File: config.mk
export PLATFORM = sky130hd
export DESIGN_NAME = rotary_encoder_with_button
export DESIGN_NICKNAME = d
export VERILOG_FILES = /design/src/sv/renc_pkg.sv /design/src/sv/renc_core.sv /design/src/sv/rotary_encoder_with_button.sv
export SDC_FILE = /design/constraint.sdc
export NUM_CORES = 1
export LEC_CHECK = 0
export BUFFER_PORTS_ARGS = -buffer_cell sky130_fd_sc_hd__buf_2
export CORE_UTILIZATION = 65
export CTS_BUF_LIST = sky130_fd_sc_hd__clkbuf_8
export DETAILED_ROUTE_END_ITERATION = 6
export PLACE_DENSITY = 0.91
export SYNTH_ARGS = -nofsm -noshare
export SYNTH_HDL_FRONTEND = slang
export SYNTH_SLANG_ARGS = --single-unit
export TNS_END_PERCENT = 100
File: constraint.sdc
create_clock -name aclk -period 8.6 [get_ports aclk]
set_input_delay 1.72 -clock aclk [delete_from_list [all_inputs] [get_ports aclk]]
set_output_delay 1.72 -clock aclk [all_outputs]
set_load 0.05 [all_outputs]
File: src/sv/renc_pkg.sv
// Shared types, constants and the quadrature table for the rotary encoder block.
package renc_pkg;

    localparam int CFG_W = 12;
    localparam int CFG_IDX_W = 2;
    localparam int STEPS_PER_DETENT_DEF = 4;
    localparam int TIMER_WIDTH_DEF = 12;

    localparam logic [CFG_W-1:0] DEBOUNCE_MS_RST = 12'd35;
    localparam logic [CFG_W-1:0] LONG_PRESS_MS_RST = 12'd850;
    localparam logic LONG_PRESS_MODE_RST = 1'b1;

    localparam logic [1:0] AB_IDLE = 2'b11;

    localparam logic [CFG_IDX_W-1:0] REG_DEBOUNCE_MS = 2'd0;
    localparam logic [CFG_IDX_W-1:0] REG_LONG_PRESS_MS = 2'd1;
    localparam logic [CFG_IDX_W-1:0] REG_LONG_PRESS_MODE = 2'd2;

    // Step delta for each transition, indexed by {previous AB, current AB}.
    localparam logic signed [1:0] QUAD_DELTA [16] = '{
        2'sd0, -2'sd1, 2'sd1, 2'sd0, 2'sd1, 2'sd0, 2'sd0, -2'sd1,
        -2'sd1, 2'sd0, 2'sd0, 2'sd1, 2'sd0, 2'sd1, -2'sd1, 2'sd0
    };

    typedef struct packed {
        logic [CFG_W-1:0] debounce_ms;
        logic [CFG_W-1:0] long_press_ms;
        logic             long_press_mode;
    } renc_cfg_t;

    typedef struct packed {
        logic step_left;
        logic step_right;
        logic click;
        logic long_press;
        logic button_level;
    } renc_result_t;

endpackage

File: src/sv/renc_core.sv
// Encoder step accumulation and button debounce state, updated once per accepted sample.
module renc_core #(
    parameter int STEPS_PER_DETENT = renc_pkg::STEPS_PER_DETENT_DEF,
    parameter int TIMER_WIDTH = renc_pkg::TIMER_WIDTH_DEF
) (
    input  logic                   aclk,
    input  logic                   aresetn,
    input  logic                   sample_en,
    input  logic                   pin_a,
    input  logic                   pin_b,
    input  logic                   button_raw,
    input  logic                   ms_tick,
    input  renc_pkg::renc_cfg_t    cfg,
    output renc_pkg::renc_result_t result
);

    localparam int ACC_W = $clog2(STEPS_PER_DETENT + 1) + 1;
    localparam int CMP_W = (TIMER_WIDTH > renc_pkg::CFG_W) ? TIMER_WIDTH : renc_pkg::CFG_W;
    localparam logic signed [ACC_W-1:0] DETENT = ACC_W'(STEPS_PER_DETENT);
    localparam logic [TIMER_WIDTH-1:0] TIMER_MAX = '1;

    logic [1:0]              prev_ab_reg, prev_ab_next;
    logic signed [ACC_W-1:0] acc_reg, acc_next;
    logic                    last_raw_reg, last_raw_next;
    logic                    stable_reg, stable_next;
    logic [TIMER_WIDTH-1:0]  elapsed_reg, elapsed_next;
    logic                    long_fired_reg, long_fired_next;

    logic [1:0]              ab;
    logic                    ab_changed;
    logic signed [ACC_W-1:0] acc_sum;
    logic                    go_left, go_right;
    logic [CMP_W-1:0]        elapsed_ext;
    logic                    debounced;
    logic                    fired_after_press;
    logic                    long_hit;

    always_comb begin
        ab = {pin_a, pin_b};
        ab_changed = (ab != prev_ab_reg);
        acc_sum = acc_reg + ACC_W'(renc_pkg::QUAD_DELTA[{prev_ab_reg, ab}]);
        go_left = ab_changed && (acc_sum <= -DETENT);
        go_right = ab_changed && (acc_sum >= DETENT);
        prev_ab_next = ab;
        if (!ab_changed) begin
            acc_next = acc_reg;
        end else if (go_left || go_right) begin
            acc_next = '0;
        end else begin
            acc_next = acc_sum;
        end

        // A raw change restarts the hold timer; that sample's tick is dropped.
        last_raw_next = button_raw;
        if (button_raw != last_raw_reg) begin
            elapsed_next = '0;
        end else if (ms_tick && (elapsed_reg != TIMER_MAX)) begin
            elapsed_next = elapsed_reg + TIMER_WIDTH'(1);
        end else begin
            elapsed_next = elapsed_reg;
        end
        elapsed_ext = CMP_W'(elapsed_next);

        debounced = (button_raw != stable_reg) &&
                    (elapsed_ext >= CMP_W'(cfg.debounce_ms));
        stable_next = debounced ? button_raw : stable_reg;
        fired_after_press = (debounced && !button_raw) ? 1'b0 : long_fired_reg;

        long_hit = cfg.long_press_mode && !stable_next && !fired_after_press &&
                   (elapsed_ext >= CMP_W'(cfg.long_press_ms));
        long_fired_next = long_hit | fired_after_press;

        result.step_left = go_left;
        result.step_right = go_right;
        if (!debounced) begin
            result.click = 1'b0;
        end else if (!button_raw) begin
            result.click = !cfg.long_press_mode;
        end else begin
            result.click = cfg.long_press_mode && !long_fired_reg;
        end
        result.long_press = long_hit;
        result.button_level = stable_next;
    end

    always_ff @(posedge aclk) begin
        if (!aresetn) begin
            prev_ab_reg <= renc_pkg::AB_IDLE;
            acc_reg <= '0;
            last_raw_reg <= 1'b1;
            stable_reg <= 1'b1;
            elapsed_reg <= '0;
            long_fired_reg <= 1'b0;
        end else if (sample_en) begin
            prev_ab_reg <= prev_ab_next;
            acc_reg <= acc_next;
            last_raw_reg <= last_raw_next;
            stable_reg <= stable_next;
            elapsed_reg <= elapsed_next;
            long_fired_reg <= long_fired_next;
        end
    end

endmodule

File: src/sv/rotary_encoder_with_button.sv
// Top level of the rotary encoder and push button decoder with stream ports.
//
//  Channel   Direction  Handshake          Payload
//  s_        in         s_tvalid/s_tready  s_tdata[7:0]: pin_a, pin_b, button_raw, ms_tick
//  m_        out        m_tvalid/m_tready  m_tdata[7:0]: step_left, step_right, click,
//                                          long_press, button_level
//  cfg_      in         cfg_we             cfg_addr, cfg_wdata[11:0]
//
// One sample is taken per clock while s_tready is high; each transaction gives one result.
// The state update is a single pass from the state registers into the result register.
// A two-entry output buffer keeps s_tready independent of m_tready, so a stall on the
// result side costs nothing until both entries are full.
// aresetn is synchronous and active low; the registers return to 35 ms, 850 ms, mode 1.
module rotary_encoder_with_button #(
    parameter int STEPS_PER_DETENT = renc_pkg::STEPS_PER_DETENT_DEF,
    parameter int TIMER_WIDTH = renc_pkg::TIMER_WIDTH_DEF
) (
    input  logic                           aclk,
    input  logic                           aresetn,
    input  logic                           s_tvalid,
    output logic                           s_tready,
    // [0] pin_a, [1] pin_b, [2] button_raw, [3] ms_tick, [7:4] zero
    input  logic [7:0]                     s_tdata,
    output logic                           m_tvalid,
    input  logic                           m_tready,
    // [0] step_left, [1] step_right, [2] click, [3] long_press, [4] button_level, [7:5] zero
    output logic [7:0]                     m_tdata,
    input  logic                           cfg_we,
    input  logic [renc_pkg::CFG_IDX_W-1:0] cfg_addr,
    input  logic [renc_pkg::CFG_W-1:0]     cfg_wdata
);

    renc_pkg::renc_cfg_t    cfg_reg;
    renc_pkg::renc_result_t result;
    logic                   accept;
    logic [7:0]             result_data;
    logic [7:0]             main_data_reg, skid_data_reg;
    logic                   main_valid_reg, skid_valid_reg;

    assign s_tready = !skid_valid_reg;
    assign accept = s_tvalid && s_tready;
    assign m_tvalid = main_valid_reg;
    assign m_tdata = main_data_reg;

    assign result_data = {3'b000, result.button_level, result.long_press, result.click,
                          result.step_right, result.step_left};

    always_ff @(posedge aclk) begin
        if (!aresetn) begin
            cfg_reg.debounce_ms <= renc_pkg::DEBOUNCE_MS_RST;
            cfg_reg.long_press_ms <= renc_pkg::LONG_PRESS_MS_RST;
            cfg_reg.long_press_mode <= renc_pkg::LONG_PRESS_MODE_RST;
        end else if (cfg_we) begin
            case (cfg_addr)
                renc_pkg::REG_DEBOUNCE_MS: cfg_reg.debounce_ms <= cfg_wdata;
                renc_pkg::REG_LONG_PRESS_MS: cfg_reg.long_press_ms <= cfg_wdata;
                renc_pkg::REG_LONG_PRESS_MODE: cfg_reg.long_press_mode <= cfg_wdata[0];
                default: ;
            endcase
        end
    end

    renc_core #(
        .STEPS_PER_DETENT(STEPS_PER_DETENT),
        .TIMER_WIDTH(TIMER_WIDTH)
    ) u_core (
        .aclk(aclk),
        .aresetn(aresetn),
        .sample_en(accept),
        .pin_a(s_tdata[0]),
        .pin_b(s_tdata[1]),
        .button_raw(s_tdata[2]),
        .ms_tick(s_tdata[3]),
        .cfg(cfg_reg),
        .result(result)
    );

    // The skid entry only fills when the output is held and a new transaction arrives.
    always_ff @(posedge aclk) begin
        if (!aresetn) begin
            main_valid_reg <= 1'b0;
            skid_valid_reg <= 1'b0;
        end else if (accept) begin
            if (main_valid_reg && !m_tready) begin
                skid_valid_reg <= 1'b1;
                skid_data_reg <= result_data;
            end else begin
                main_valid_reg <= 1'b1;
                main_data_reg <= result_data;
            end
        end else if (m_tready) begin
            if (skid_valid_reg) begin
                main_data_reg <= skid_data_reg;
                skid_valid_reg <= 1'b0;
            end else begin
                main_valid_reg <= 1'b0;
            end
        end
    end

endmodule

=== Word level (Yosys, flattened, before mapping) ===
Memories as Yosys holds them, arrays and structs flattened.
Cells that the tools add are included.

* Memory bits (read-only): 32
* Input bits: 27
* Memories kept: 1
* Output and inout port bits: 10
* Register bits after elaboration: 61
* Word-level logic and storage cells: 82

* Bitwise logic cells: 2
* $lt $le $gt $ge: 5
* Equal/unequal tests: 9
* Reduce and logical (&&, ||, !) cells: 30
* $add $sub $neg: 2
* Muxes and demuxes: 20

{| class="wikitable"
|+ Memory list
! name !! words !! width !! rd ports !! clocked after Yosys merged registers in !! write ports !! line !! source
|-
| (name not given) || 16 || 2 || 1 || 0 || 0 || renc_core.sv:41 || <nowiki>acc_sum = acc_reg + ACC_W'(renc_pkg::QUAD_DELTA[{prev_ab_reg, ab}]);</nowiki>
|}

{| class="wikitable"
|+ Operator list
! cell !! number
|-
| $mux W8 || 4
|-
| $ge A12 B12 Y1 || 2
|-
| $mux W12 || 2
|-
| $add A12 B1 Y12 const B || 1
|-
| $ne A12 B12 Y1 const B || 1
|-
| $logic_and A1 B1 Y1 || 11
|-
| $mux W1 || 11
|-
| $reduce_and A2 Y1 || 5
|-
| $logic_not A1 Y1 || 7
|-
| $reduce_and A3 Y1 || 2
|-
| $ge A5 B5 Y1 const B || 1
|-
| $not A4 Y5 || 1
|-
| $add A4 B2 Y4 || 1
|-
| $ge A4 B4 Y1 const B || 1
|-
| $le A4 B3 Y1 const B || 1
|-
| $mux W2 || 2
|-
| $mux W4 || 1
|-
| $ne A2 B2 Y1 const B || 2
|-
| $reduce_and A4 Y1 || 1
|-
| $reduce_bool A2 Y1 || 2
|-
| $eq A2 B1 Y1 const B || 1
|-
| $eq A2 B2 Y1 const B || 1
|-
| $logic_not A2 Y1 || 1
|-
| $ne A1 B1 Y1 || 2
|-
| other kinds (4) || 4
|}

=== Longest topological paths before layout ===
Gate-level depths: netlist of run 1.

* Word-level depth: 13
* Gate-level depth with buffers: 14
* Depth with buffers taken out: 14

=== Cells and area by module ===
A second synthesis of run 1 with hierarchy kept.

* Cell total of the unflattened synthesis: 409
* Area total of the unflattened synthesis: 3,513.4 um^2

{| class="wikitable"
|+ By module, submodules not included
! module !! area each (um^2) !! seq. area each (um^2) !! times used !! cells each
|-
| renc_core || 2,113.3 || 420.4 || 1 || 275
|-
| rotary_encoder_with_button || 1,400.1 || 840.8 || 1 || 134
|}

=== Worst setup path before layout of run 1 ===
OpenSTA, ideal clock, no wires.

* Path kind: in2reg
* Start: input s_tdata[3]
* End: register main_data_reg[4] (netlist: m_tdata[4]), data pin
* Buffers on the path: 0
* Stages on the path: 12
* Library setup time: 260 ps
* Path slack: 4,398 ps
* Arrival: 3,942 ps
* Required time: 8,340 ps
* Path through: nand3_1 > a211oi_2 > nand3_1 > xor2_1 > nor2_1 > ha_1 > nand4_1 > a211oi_1 > nand4b_1 > nand3_1 > mux2_2 > mux2_2

{| class="wikitable"
|+ RTL lines
! element !! line !! source
|-
| start, declared || rotary_encoder_with_button.sv:23 || <nowiki>input logic [7:0] s_tdata,</nowiki>
|-
| end signal, assigned || rotary_encoder_with_button.sv:89 || <nowiki>main_data_reg <= result_data;</nowiki>
|-
| end signal, assigned || rotary_encoder_with_button.sv:93 || <nowiki>main_data_reg <= skid_data_reg;</nowiki>
|-
| end, declared || rotary_encoder_with_button.sv:37 || <nowiki>logic [7:0] main_data_reg, skid_data_reg;</nowiki>
|}

=== Final worst setup path of run 1 ===
* Start: input s_tdata[2]
* End: register main_data_reg[3] (netlist: m_tdata[3]), data pin

* Longest elaborated chain between the ends: 11
* Elaborated cells on any way between the ends: 17
* Classes of those cells: 2 x order compare; 2 x eq/ne; 5 x mux; 8 x reduce/logical

{| class="wikitable"
|+ Ends and longest elaborated chain
! element !! line !! source
|-
| $ne A1 B1 Y1 || renc_core.sv:55 || <nowiki>if (button_raw != last_raw_reg) begin</nowiki>
|-
| $mux W12 || renc_core.sv:55 ||
|-
| $ge A12 B12 Y1 || renc_core.sv:65 || <nowiki>(elapsed_ext >= CMP_W'(cfg.debounce_ms));</nowiki>
|-
| $logic_and A1 B1 Y1 || renc_core.sv:64 || <nowiki>debounced = (button_raw != stable_reg) &&</nowiki>
|-
| $mux W1 / $logic_and A1 B1 Y1 (equally long branches) || renc_core.sv:66, renc_core.sv:67 ||
|-
| $logic_not A1 Y1 / $mux W1 (equally long branches) || renc_core.sv:69, renc_core.sv:67 ||
|-
| $logic_and A1 B1 Y1 / $logic_not A1 Y1 (equally long branches) || renc_core.sv:69 || <nowiki>long_hit = cfg.long_press_mode && !stable_next && !fired_after_press &&</nowiki>
|-
| $logic_and A1 B1 Y1 || renc_core.sv:69 ||
|-
| $logic_and A1 B1 Y1 (*) || renc_core.sv:69 ||
|-
| $mux W8 (*) || rotary_encoder_with_button.sv:84 || <nowiki>if (main_valid_reg && !m_tready) begin</nowiki>
|-
| $mux W8 (*) || rotary_encoder_with_button.sv:83 || <nowiki>end else if (accept) begin</nowiki>
|}

Every way passes the cells marked *; elsewhere a longest branch is shown, timed or not. The select of a mux whose other input is x is not followed.
A chain may end at the register's enable or synchronous reset.

==> results.json, run 1 <==
{
  "io_pins": 37,
  "cts_buffers": 9,
  "dr.pass1.iters": 5,
  "coreArea_um2": 4880,
  "synth_top_cell_by_area": "dfxtp_1",
  "fmax_mhz": 213,
  "grt_pass1_vias": 2714,
  "multi_input_area_um2": 1930,
  "worst_pin_slew_ns": 1.06,
  "drtIter0Drc": 321,
  "drive_gt1_share_pct": 13.0,
  "insertion_delay_ns": 0.34,
  "report.final.slew_viol_count": 0,
  "place_hpwl_um": 5310,
  "hold_viol": 0,
  "pre_cts_ws_ns": 3.73,
  "syn_area_per_cell_um2": 8.39,
  "slowest_stage": "o311ai_0",
  "num_rows": 25,
  "ys.flop_type": "dfxtp_1",
  "fin_util_pct": 76.8,
  "cts.repair.resized": 0,
  "worst_setup_path_start_kind": "primary input",
  "grt_max_degree": 33,
  "slew_headroom_pct": 29.1,
  "cts.path.max_buffers": 2,
  "dieArea_um2": 5510,
  "via_per_inst": 5.95,
  "rsz0062_at_grt": "no",
  "cts.htree.levels": 3,
  "grt_overflow": 0,
  "largest_reg_flops": 25,
  "drt_wl_total_um": 7650,
  "netlist.area_leader.share_pct": 28.3,
  "setup_violations": 0,
  "ys_warn_count": 0,
  "n_antenna_cell": 0,
  "cp_cell_sequence": "buf_2 > xnor2_1 > nand2_1 > ha_1 > inv_1 > a21oi_1 > a2111oi_0 > o31ai_1 > o311ai_0 > o41ai_1",
  "post_cts_buffers": 0,
  "clockRootBuffer": "clkbuf_8",
  "cp_max_fo": 8,
  "clock_sinks": 58,
  "final_common_cell": "nand2_1",
  "peakVddDrop_v": 0.000136,
  "via_count": 3001,
  "setup_ws_ns": 3.90,
  "ant_nets": 0,
  "fin_nets": 492,
  "drt-wirelength-per-cell_um": 15.2,
  "clkTransAtPathRegs_ns": 0.07,
  "place.gp.congestion": 0.812,
  "fin_skew_ns": 0.00904,
  "postSynth.asyncResetShare_pct": 0,
  "seqCellArea_um2": 1260,
  "crit_buf_inv": 2,
  "critical_path_class": "in -> reg",
  "hold_class": "reg -> reg",
  "cap_violations": 0,
  "final_cell_mix": "nand2_1, dfxtp_1, a21oi_1",
  "fillerInstances": 377,
  "area_growth_pct": 10.5,
  "cts_hold_buffers": 0,
  "cp.required_ns": 8.66,
  "worstSetupEndpointType": "flip-flop",
  "synth_edf_count": 10,
  "synthTopCellsByArea": "dfxtp_1, ha_1, edfxtp_1",
  "crit_path_max_incr_delay_ns": 0.83,
  "grt_pass1_wl_um": 12600,
  "syn-instance-count": 404,
  "yosysUniqueCellTypes": 54,
  "status": "completed",
  "cts_tree": "built",
  "cp.arrival_ns": 4.76,
  "floorplan.initialDensity_pct": 69.5,
  "port_buffers": 29,
  "die_x_um": 74.2,
  "p_per_area_nw_per_um2": 161,
  "period_needed_ns": 4.70,
  "critPathTopFamily": "compound AO/OA/AOI/OAI gates",
  "syn_area_um2": 3390,
  "fin_tns_setup_ns": 0,
  "drc": 0,
  "antenna_found_initial": 0,
  "cellLeakagePower_nw": 1.55,
  "ys_ff_latch": 58,
  "post-route-period-util_pct": 54.7,
  "total_power_w": 0.000602,
  "grt.total_usage_pct": 30.7,
  "yosysSeqAreaShare_pct": 37.2,
  "die_h_um": 74.2
}
==> routing by layer <==
| metal | up-vias | wire length [um] | global-route usage [%] |
|---|---|---|---|
| met5 | - | 0 | 0 |
| met4 | 0 | 207 | 14.5 |
| met3 | 27 | 477 | 5.96 |
| li1 | 1451 | - | - |
| met1 | 1393 | 3420 | 40.2 |
| met2 | 130 | 3550 | 49.0 |
==> final cells by class <==
class / count / area share, %
tap: 67 / 2.24
timing repair buffer: 32 / 4.48
sequential: 58 / 33.7
inverter: 35 / 3.51
multi-input combinational: 296 / 51.5
clock buffer: 11 / 4.04
clock inverter: 5 / 0.601
==> worst min-delay path: stages (launching register included) <==
cell and delay (ns):
dfxtp_1 0.31, nand2_1 0.05, a21oi_1 0.05
==> worst paths after layout <==
kind | to | cells past startpoint | from | slack [ns]
worst max-delay path | m_tdata[3] | 10 | s_tdata[2] | 3.90
worst min-delay path | cfg_reg[8] | 2 | cfg_reg[8] | 0.45
worst max register to register | m_tdata[3] | 12 | u_core.elapsed_reg[0] | 4.34
worst min register to register | cfg_reg[8] | 2 | cfg_reg[8] | 0.45
==> logic make-up after synthesis <==
family,synth area share [%]
XOR/XNOR,5.61
AO/OA/AOI/OAI,15.9
other,0.111
multiplexers,2.62
AND/OR/NAND/NOR,20.0
buffers and inverters,6.13
adder cells (fa/ha/maj),12.4
flip-flops,37.2
==> synth_stat cells, types with 6 or more instances <==
library cell,count
a21oi_1,38
clkbuf_1,12
dfxtp_1,48
edfxtp_1,10
ha_1,32
inv_1,35
nand2_1,69
nand3_1,10
nand4_1,6
nor2_1,27
nor3_1,11
o211ai_1,9
o21ai_0,12
xnor2_1,7
xor2_1,12
==> where the power goes <==
group / internal, W / switching [W]
Clock: 0.000116 / 0.000103
Sequential: 0.000286 / 0.00000603
Combinational: 0.0000325 / 0.0000580
Total: 0.000435 / 0.000167
==> through the flow <==
| stage | hold slack [ns] | cell area, um2 | instances |
|---|---|---|---|
| 4_1_cts | 0.457 | 3750 | 504 |
| 3_3_place_gp | 0.444 | 3570 | 488 |
| 6_report | 0.455 | 3750 | 504 |
| 2_1_floorplan | 0.436 | 3400 | 406 |
| 3_5_place_dp | 0.448 | 3570 | 488 |
| 5_1_grt | 0.480 | 3750 | 504 |
No activity file was read; power rests on OpenSTA's default activity.
==> run 2: changes to the inputs <==
--- a/config.mk
+++ b/config.mk
@@ -6,10 +6,10 @@
 export NUM_CORES = 1
 export LEC_CHECK = 0
 export BUFFER_PORTS_ARGS = -buffer_cell sky130_fd_sc_hd__buf_2
-export CORE_UTILIZATION = 65
+export CORE_UTILIZATION = 55
 export CTS_BUF_LIST = sky130_fd_sc_hd__clkbuf_8
 export DETAILED_ROUTE_END_ITERATION = 6
-export PLACE_DENSITY = 0.91
+export PLACE_DENSITY = 0.82
 export SYNTH_ARGS = -nofsm -noshare
 export SYNTH_HDL_FRONTEND = slang
 export SYNTH_SLANG_ARGS = --single-unit
==> constraint.sdc (replaced) <==
create_clock -name aclk -period 4 [get_ports aclk]
set_input_delay 0.8 -clock aclk [delete_from_list [all_inputs] [get_ports aclk]]
set_output_delay 0.8 -clock aclk [all_outputs]
set_load 0.05 [all_outputs]
==> run 2 against run 1 <==
  * Count of clock-buffer cells in the layout is 1 higher
  * Largest power group unchanged
  * Clock power grew to 2.5 times the previous value
  * Setup slack worse by 3.6 ns
  * Die area is 18% higher
  * Combinational power is 120% higher
  * Via count is 3.5% lower
  * Flip-flop and latch count stayed put
==> results.json, run 2 (synthesis gave the netlist of run 1 again) <==
{
  "seqCellArea_um2": 1260,
  "layout.cells.non_filler": 516,
  "cp.arrival_ns": 3.83,
  "fin_skew_ns": 0.00787,
  "pwr-share-seq_pct": 45.6,
  "final_common_cell": "nand2_1",
  "drtIter0Drc": 176,
  "grt_pass1_vias": 2797,
  "whs_endpoint": "cfg_reg[11]",
  "crit_path_max_incr_delay_ns": 0.44,
  "r2r_cells": 12,
  "cellLeakagePower_nw": 1.60,
  "fmax_mhz": 271,
  "cap_violations": 0,
  "holdPathStages": 2,
  "coreArea_um2": 5920,
  "post_cts_buffers": 0,
  "final_cell_mix": "nand2_1, dfxtp_1, a21oi_1",
  "clock_sinks": 58,
  "area_growth_pct": 13.6,
  "io_pins": 37,
  "post-route-period-util_pct": 92.3,
  "rsz0062_at_grt": "no",
  "peakVddDrop_v": 0.000325,
  "hold_class": "reg -> reg",
  "floorplan.initialDensity_pct": 57.2,
  "grt_max_degree": 28,
  "grt_pass1_wl_um": 12300,
  "drc": 0,
  "via_per_inst": 5.61,
  "slowest_stage": "dfxtp_1",
  "cts.htree.levels": 3,
  "hold_viol": 0,
  "die_h_um": 80.5,
  "placedCellCount": 501,
  "cp_common_cell": "ha_1",
  "clkTransAtPathRegs_ns": 0.06,
  "drt-wirelength-per-cell_um": 14.4,
  "report.final.slew_viol_count": 0,
  "p_int_w": 0.00102,
  "antenna_found_initial": 0,
  "combPwrFrac_pct": 14.2,
  "holdCritStartpoint": "cfg_reg[11]",
  "place.gp.congestion": 0.866,
  "cts.path.max_buffers": 2,
  "timing.rr.end": "m_tdata[3]",
  "cts_buffers": 9,
  "worst_setup_path_start_kind": "flip-flop",
  "period_needed_ns": 3.69,
  "p_sw_w": 0.000355,
  "ant_nets": 0,
  "timing.rr.start": "u_core.elapsed_reg[0]",
  "place_hpwl_um": 5300,
  "dr.pass1.iters": 4,
  "worstSetupEndpointType": "flip-flop",
  "port_buffers": 29,
  "fin_nets": 497,
  "critical_path_class": "reg -> reg",
  "n_antenna_cell": 0,
  "via_count": 2895,
  "setup_violations": 0,
  "cts_tree": "built",
  "fillerInstances": 508,
  "grt_overflow": 0,
  "cp_max_fo": 6,
  "largest_reg_flops": 25,
  "dieArea_um2": 6480,
  "reg2reg_slack_ns": 0.31,
  "drt_wl_total_um": 7410,
  "worst_pin_slew_ns": 0.643,
  "cp.required_ns": 4.13,
  "die_x_um": 80.5,
  "clockRootBuffer": "clkbuf_8",
  "num_rows": 28,
  "grt.total_usage_pct": 25.1,
  "fin_tns_setup_ns": 0,
  "cp_cell_sequence": "ha_1 > nand3_2 > o41ai_4 > buf_4 > nand2_1 > a21oi_1 > ha_1 > a2111oi_1 > nand4b_1 > nand3_1 > mux2_2 > o41ai_2",
  "drive_gt1_share_pct": 14.5,
  "switching_share_pct": 25.8,
  "slew_headroom_pct": 57.0,
  "pwr-share-clk_pct": 40.1,
  "insertion_delay_ns": 0.34,
  "status": "completed",
  "p_per_area_nw_per_um2": 357,
  "multi_input_area_um2": 1950
}
## run 2: changes by cell type in the layout (fill, tap and decap cells not counted), moves of 2 or more
cell | previous run | this run
a2111oi_1 | 0 | 2
buf_4 | 3 | 8
clkinv_2 | 3 | 1
a2111oi_0 | 2 | 0
## run 2: cell type report
cell class	instances	share of cell area (%)
multi-input combinational	296	50.8
sequential	58	32.8
timing repair buffer	37	5.33
clock buffer	12	4.29
inverter	35	3.41
tap	75	2.44
clock inverter	3	1.01
## run 2: what timing repair did
action / CTS / global route
hold endpoints to repair: 0 / 0
gates resized for setup: 0 / 5
setup endpoints to repair: 0 / 1
hold buffers: 0 / 0
## run 2: stage by stage
step	util, %	hold WS (ns)	total power, W	area, um2	worst slack [ns]
final	65.0	0.458	0.00138	3850	0.308
after global routing	65.0	0.472	0.00143	3850	0.0832
after CTS	64.6	0.458	0.00139	3820	0.0383
after detailed placement	61.1	0.449	0.000833	3620	0.125
after global placement	61.1	0.444	0.000824	3620	0.375
after floorplan	-	0.436	0.000777	3400	0.616
## run 2: worst max path at each step
stage | start | to | slack (ns) | depth (start not counted)
after floorplan | u_core.elapsed_reg[0] | m_tdata[4] | 0.62 | 12
after global placement | s_tdata[3] | m_tdata[3] | 0.38 | 13
after detailed placement | u_core.elapsed_reg[0] | m_tdata[3] | 0.12 | 12
after CTS | u_core.elapsed_reg[0] | m_tdata[3] | 0.04 | 12
after global routing | u_core.elapsed_reg[0] | m_tdata[3] | 0.08 | 14
final | u_core.elapsed_reg[0] | m_tdata[3] | 0.31 | 12
## run 2: power by group through the flow
stage / logic [W] / clock network [W] / registers (W)
floorplan: 0.000128 / 0 / 0.000649
CTS: 0.000195 / 0.000563 / 0.000628
global placement: 0.000185 / 0 / 0.000639
detailed placement: 0.000193 / 0 / 0.000640
finish: 0.000196 / 0.000552 / 0.000627
global route: 0.000220 / 0.000581 / 0.000630
## run 2: worst max-delay path: cells and delay by family (launching register included)
| kind | cells | cell delay [ns] |
|---|---|---|
| compound gates | 4 | 1.40 |
| simple gates | 4 | 0.58 |
| fa+ha+maj | 2 | 0.49 |
| flops | 1 | 0.44 |
| mux | 1 | 0.37 |
| buf+inv | 1 | 0.20 |
## run 2: per-layer routing
metal  vias up  wire (um)  share of wire (%)  GRT usage [%]
li1       1461          -                  -              -
met1      1354       3120                 42           28.1
met2        69       3800                 51           43.9
met3        11        365                4.9           5.23
met4         0        119                1.6           13.8
met5         -          0                  0              0
==> run 3: changes to the inputs <==
--- a/config.mk
+++ b/config.mk
@@ -5,12 +5,13 @@
 export SDC_FILE = /design/constraint.sdc
 export NUM_CORES = 1
 export LEC_CHECK = 0
-export BUFFER_PORTS_ARGS = -buffer_cell sky130_fd_sc_hd__buf_2
-export CORE_UTILIZATION = 55
+export CORE_UTILIZATION = 60
 export CTS_BUF_LIST = sky130_fd_sc_hd__clkbuf_8
 export DETAILED_ROUTE_END_ITERATION = 6
-export PLACE_DENSITY = 0.82
+export DONT_BUFFER_PORTS = 1
+export PLACE_DENSITY = 0.83
 export SYNTH_ARGS = -nofsm -noshare
 export SYNTH_HDL_FRONTEND = slang
+export SYNTH_HIERARCHICAL = 1
 export SYNTH_SLANG_ARGS = --single-unit
 export TNS_END_PERCENT = 100
==> run 3 against run 2 <==
  * Cell area shrank 4.9%
  * Sequential power is 2% higher
  * Largest cell class unchanged
  * Area after synthesis rose by 3.7%
  * Count of clock-buffer cells in the layout fell by 3
  * Hold slack got worse by 0.0062 ns
  * Via count fell by 4.9%
==> results.json, run 3 <==
{
  "final_cell_mix": "nand2_1, dfxtp_1, inv_1",
  "grt_use_met2_pct": 41.7,
  "fin_skew_ns": 0.0115,
  "synth_top_cell_by_area": "dfxtp_1",
  "yosysUniqueCellTypes": 58,
  "cts_buffers": 9,
  "p_per_area_nw_per_um2": 334,
  "cts_hold_buffers": 0,
  "floorplan.initialDensity_pct": 63.0,
  "status": "completed",
  "grt_pass1_wl_um": 11700,
  "area_growth_pct": 4.17,
  "cap_violations": 0,
  "syn_area_um2": 3510,
  "postSynth.asyncResetShare_pct": 0,
  "largest_reg_flops": 25,
  "clock_sinks": 58,
  "setup_violations": 0,
  "place.gp.congestion": 0.861,
  "grt.total_usage_pct": 24.6,
  "critical_path_class": "reg -> reg",
  "yosys-top-cells-count": "nand2_1, dfxtp_1, inv_1, ha_1, nor2_1",
  "timing.rr.end": "m_tdata[4]",
  "io_pins": 37,
  "critPathCapture": "m_tdata[4]",
  "final_common_cell": "nand2_1",
  "cts.htree.levels": 3,
  "worst_pin_slew_ns": 1.06,
  "r2r_cells": 15,
  "clockRootBuffer": "clkbuf_8",
  "cts_tree": "built",
  "yosysSeqAreaShare_pct": 35.9,
  "die_h_um": 78.5,
  "ys.flop_type": "dfxtp_1",
  "drt_wl_total_um": 6780,
  "multi_input_area_um2": 1980,
  "design_area_um2": 3660,
  "synth_edf_count": 10,
  "dpl_cell_area_um2": 3500,
  "drt-wirelength-per-cell_um": 14.1,
  "fin_nets": 463,
  "drtIter0Drc": 87,
  "grt_max_degree": 53,
  "cp_common_cell": "ha_1",
  "cp.arrival_ns": 3.88,
  "hold_class": "reg -> reg",
  "clkTransAtPathRegs_ns": 0.06,
  "die_x_um": 78.5,
  "startpoint": "u_core/elapsed_reg[1]",
  "insertion_delay_ns": 0.35,
  "port_buffers": 0,
  "yosys.cell_count.top_type": "nand2_1",
  "n_antenna_cell": 0,
  "reg2reg_slack_ns": 0.21,
  "ys_warn_count": 6,
  "synthTopCellsByArea": "dfxtp_1, ha_1, edfxtp_1",
  "ant_nets": 0,
  "place_hpwl_um": 5050,
  "fillerInstances": 473,
  "ys_ff_latch": 58,
  "cts.path.max_buffers": 2,
  "hold-worst-slack_ns": 0.451,
  "cp_cell_sequence": "ha_1 > nand2_1 > or2_4 > nor4b_4 > nand3_1 > xor2_1 > nor2_1 > ha_1 > nand4_1 > or3_1 > o32ai_1 > or2_2 > o21ai_1 > buf_4 > mux2_2",
  "cp_max_fo": 5,
  "worstSetupEndpointType": "flip-flop",
  "via_per_inst": 5.74,
  "worst_setup_path_start_kind": "flip-flop",
  "fmax_mhz": 264,
  "fin_tns_setup_ns": 0,
  "rsz0062_at_grt": "no",
  "post-route-period-util_pct": 94.7,
  "timing.rr.start": "u_core/elapsed_reg[1]",
  "drive_gt1_share_pct": 7.60,
  "crit_path_max_incr_delay_ns": 0.40,
  "drc": 0,
  "cellLeakagePower_nw": 1.61,
  "report.final.slew_viol_count": 0,
  "antenna_found_initial": 0,
  "seqCellArea_um2": 1260,
  "syn_area_per_cell_um2": 8.59,
  "grt_pass1_vias": 2664,
  "grt_use_met1_pct": 28.1,
  "netlist.area_leader.share_pct": 27.4,
  "grt_overflow": 0,
  "slew_headroom_pct": 29.3,
  "slowest_stage": "dfxtp_1",
  "period_needed_ns": 3.79,
  "grt_use_met3_pct": 8.26,
  "peakVddDrop_v": 0.000219,
  "cp.required_ns": 4.10,
  "dr.pass1.iters": 4,
  "num_rows": 27,
  "layout.cells.non_filler": 480,
  "dieArea_um2": 6170,
  "syn-instance-count": 409,
  "post_cts_buffers": 0,
  "grt.busiest_layer": "met2",
  "placedCellCount": 464,
  "cts.repair.resized": 0,
  "hold_viol": 0,
  "via_count": 2753,
  "coreArea_um2": 5570
}
-- run 3: cell count changes after synthesis, sizes merged, moves of 5 or more --
cell / before / now
a21oi: 38 / 14
nand3: 10 / 31
nand2: 69 / 50
o21ai: 13 / 29
buf: 5 / 15
mux2i: 1 / 10
o211ai: 9 / 0
xor2: 12 / 6
xnor2: 7 / 12
-- run 3: worst max-delay path, delay by kind of cell, from the launching register on --
family                   cells  cell delay (ns)
AND/OR/NAND/NOR              8             1.66
adder cells (fa/ha/maj)      2             0.53
flip-flops                   1             0.40
AO/OA/AOI/OAI                2             0.37
multiplexers                 1             0.25
XOR/XNOR                     1             0.19
buffers and inverters        1             0.16
-- run 3: cell families after synthesis --
logic type               share of synthesized area, %
XOR/XNOR                                         5.13
flip-flops                                       35.9
other                                           0.107
buffers and inverters                            7.87
multiplexers                                     5.09
adder cells (fa/ha/maj)                          12.0
AO/OA/AOI/OAI                                    14.0
AND/OR/NAND/NOR                                  19.9
-- run 3: final cells by class --
| cell class | count | area share [%] |
|---|---|---|
| Multi-Input combinational cell | 293 | 54.2 |
| Timing Repair Buffer | 4 | 0.821 |
| Clock buffer | 9 | 3.38 |
| Sequential cell | 58 | 34.5 |
| Clock inverter | 7 | 0.855 |
| Tap cell | 72 | 2.46 |
| Inverter | 37 | 3.79 |
-- run 3: metrics by stage --
step           setup WS [ns]  util [%]  power, W
6_report               0.213      65.7   0.00122
3_3_place_gp           0.298      62.9  0.000792
5_1_grt               0.0159      65.7   0.00128
2_1_floorplan          0.173         -  0.000784
4_1_cts                0.219      65.6   0.00124
3_5_place_dp           0.221      62.9  0.000800
-- run 3: power breakdown --
group	internal (W)	leakage, nW	switching, W
clock network	0.000212	0.0879	0.000223
registers	0.000614	0.487	0.0000226
logic	0.0000605	1.04	0.0000911
total	0.000887	1.61	0.000336
-- run 3: worst min path at each step --
| stage | cells after the start | from | slack [ns] | endpoint |
|---|---|---|---|---|
| finish | 2 | cfg_reg[22] | 0.45 | cfg_reg[22] |
| CTS | 2 | cfg_reg[22] | 0.45 | cfg_reg[22] |
| global placement | 2 | cfg_reg[21] | 0.44 | cfg_reg[21] |
| global route | 2 | cfg_reg[22] | 0.47 | cfg_reg[22] |
| floorplan | 2 | cfg_reg[17] | 0.43 | cfg_reg[17] |
| detailed placement | 2 | cfg_reg[22] | 0.44 | cfg_reg[22] |
-- run 3: routing by layer --
| metal | part of all wire [%] | wire length (um) | up-vias |
|---|---|---|---|
| li1 | - | - | 1394 |
| met1 | 45 | 3040 | 1290 |
| met2 | 49 | 3320 | 57 |
| met3 | 4.0 | 269 | 12 |
| met4 | 2.2 | 148 | 0 |
| met5 | 0 | 0 | - |
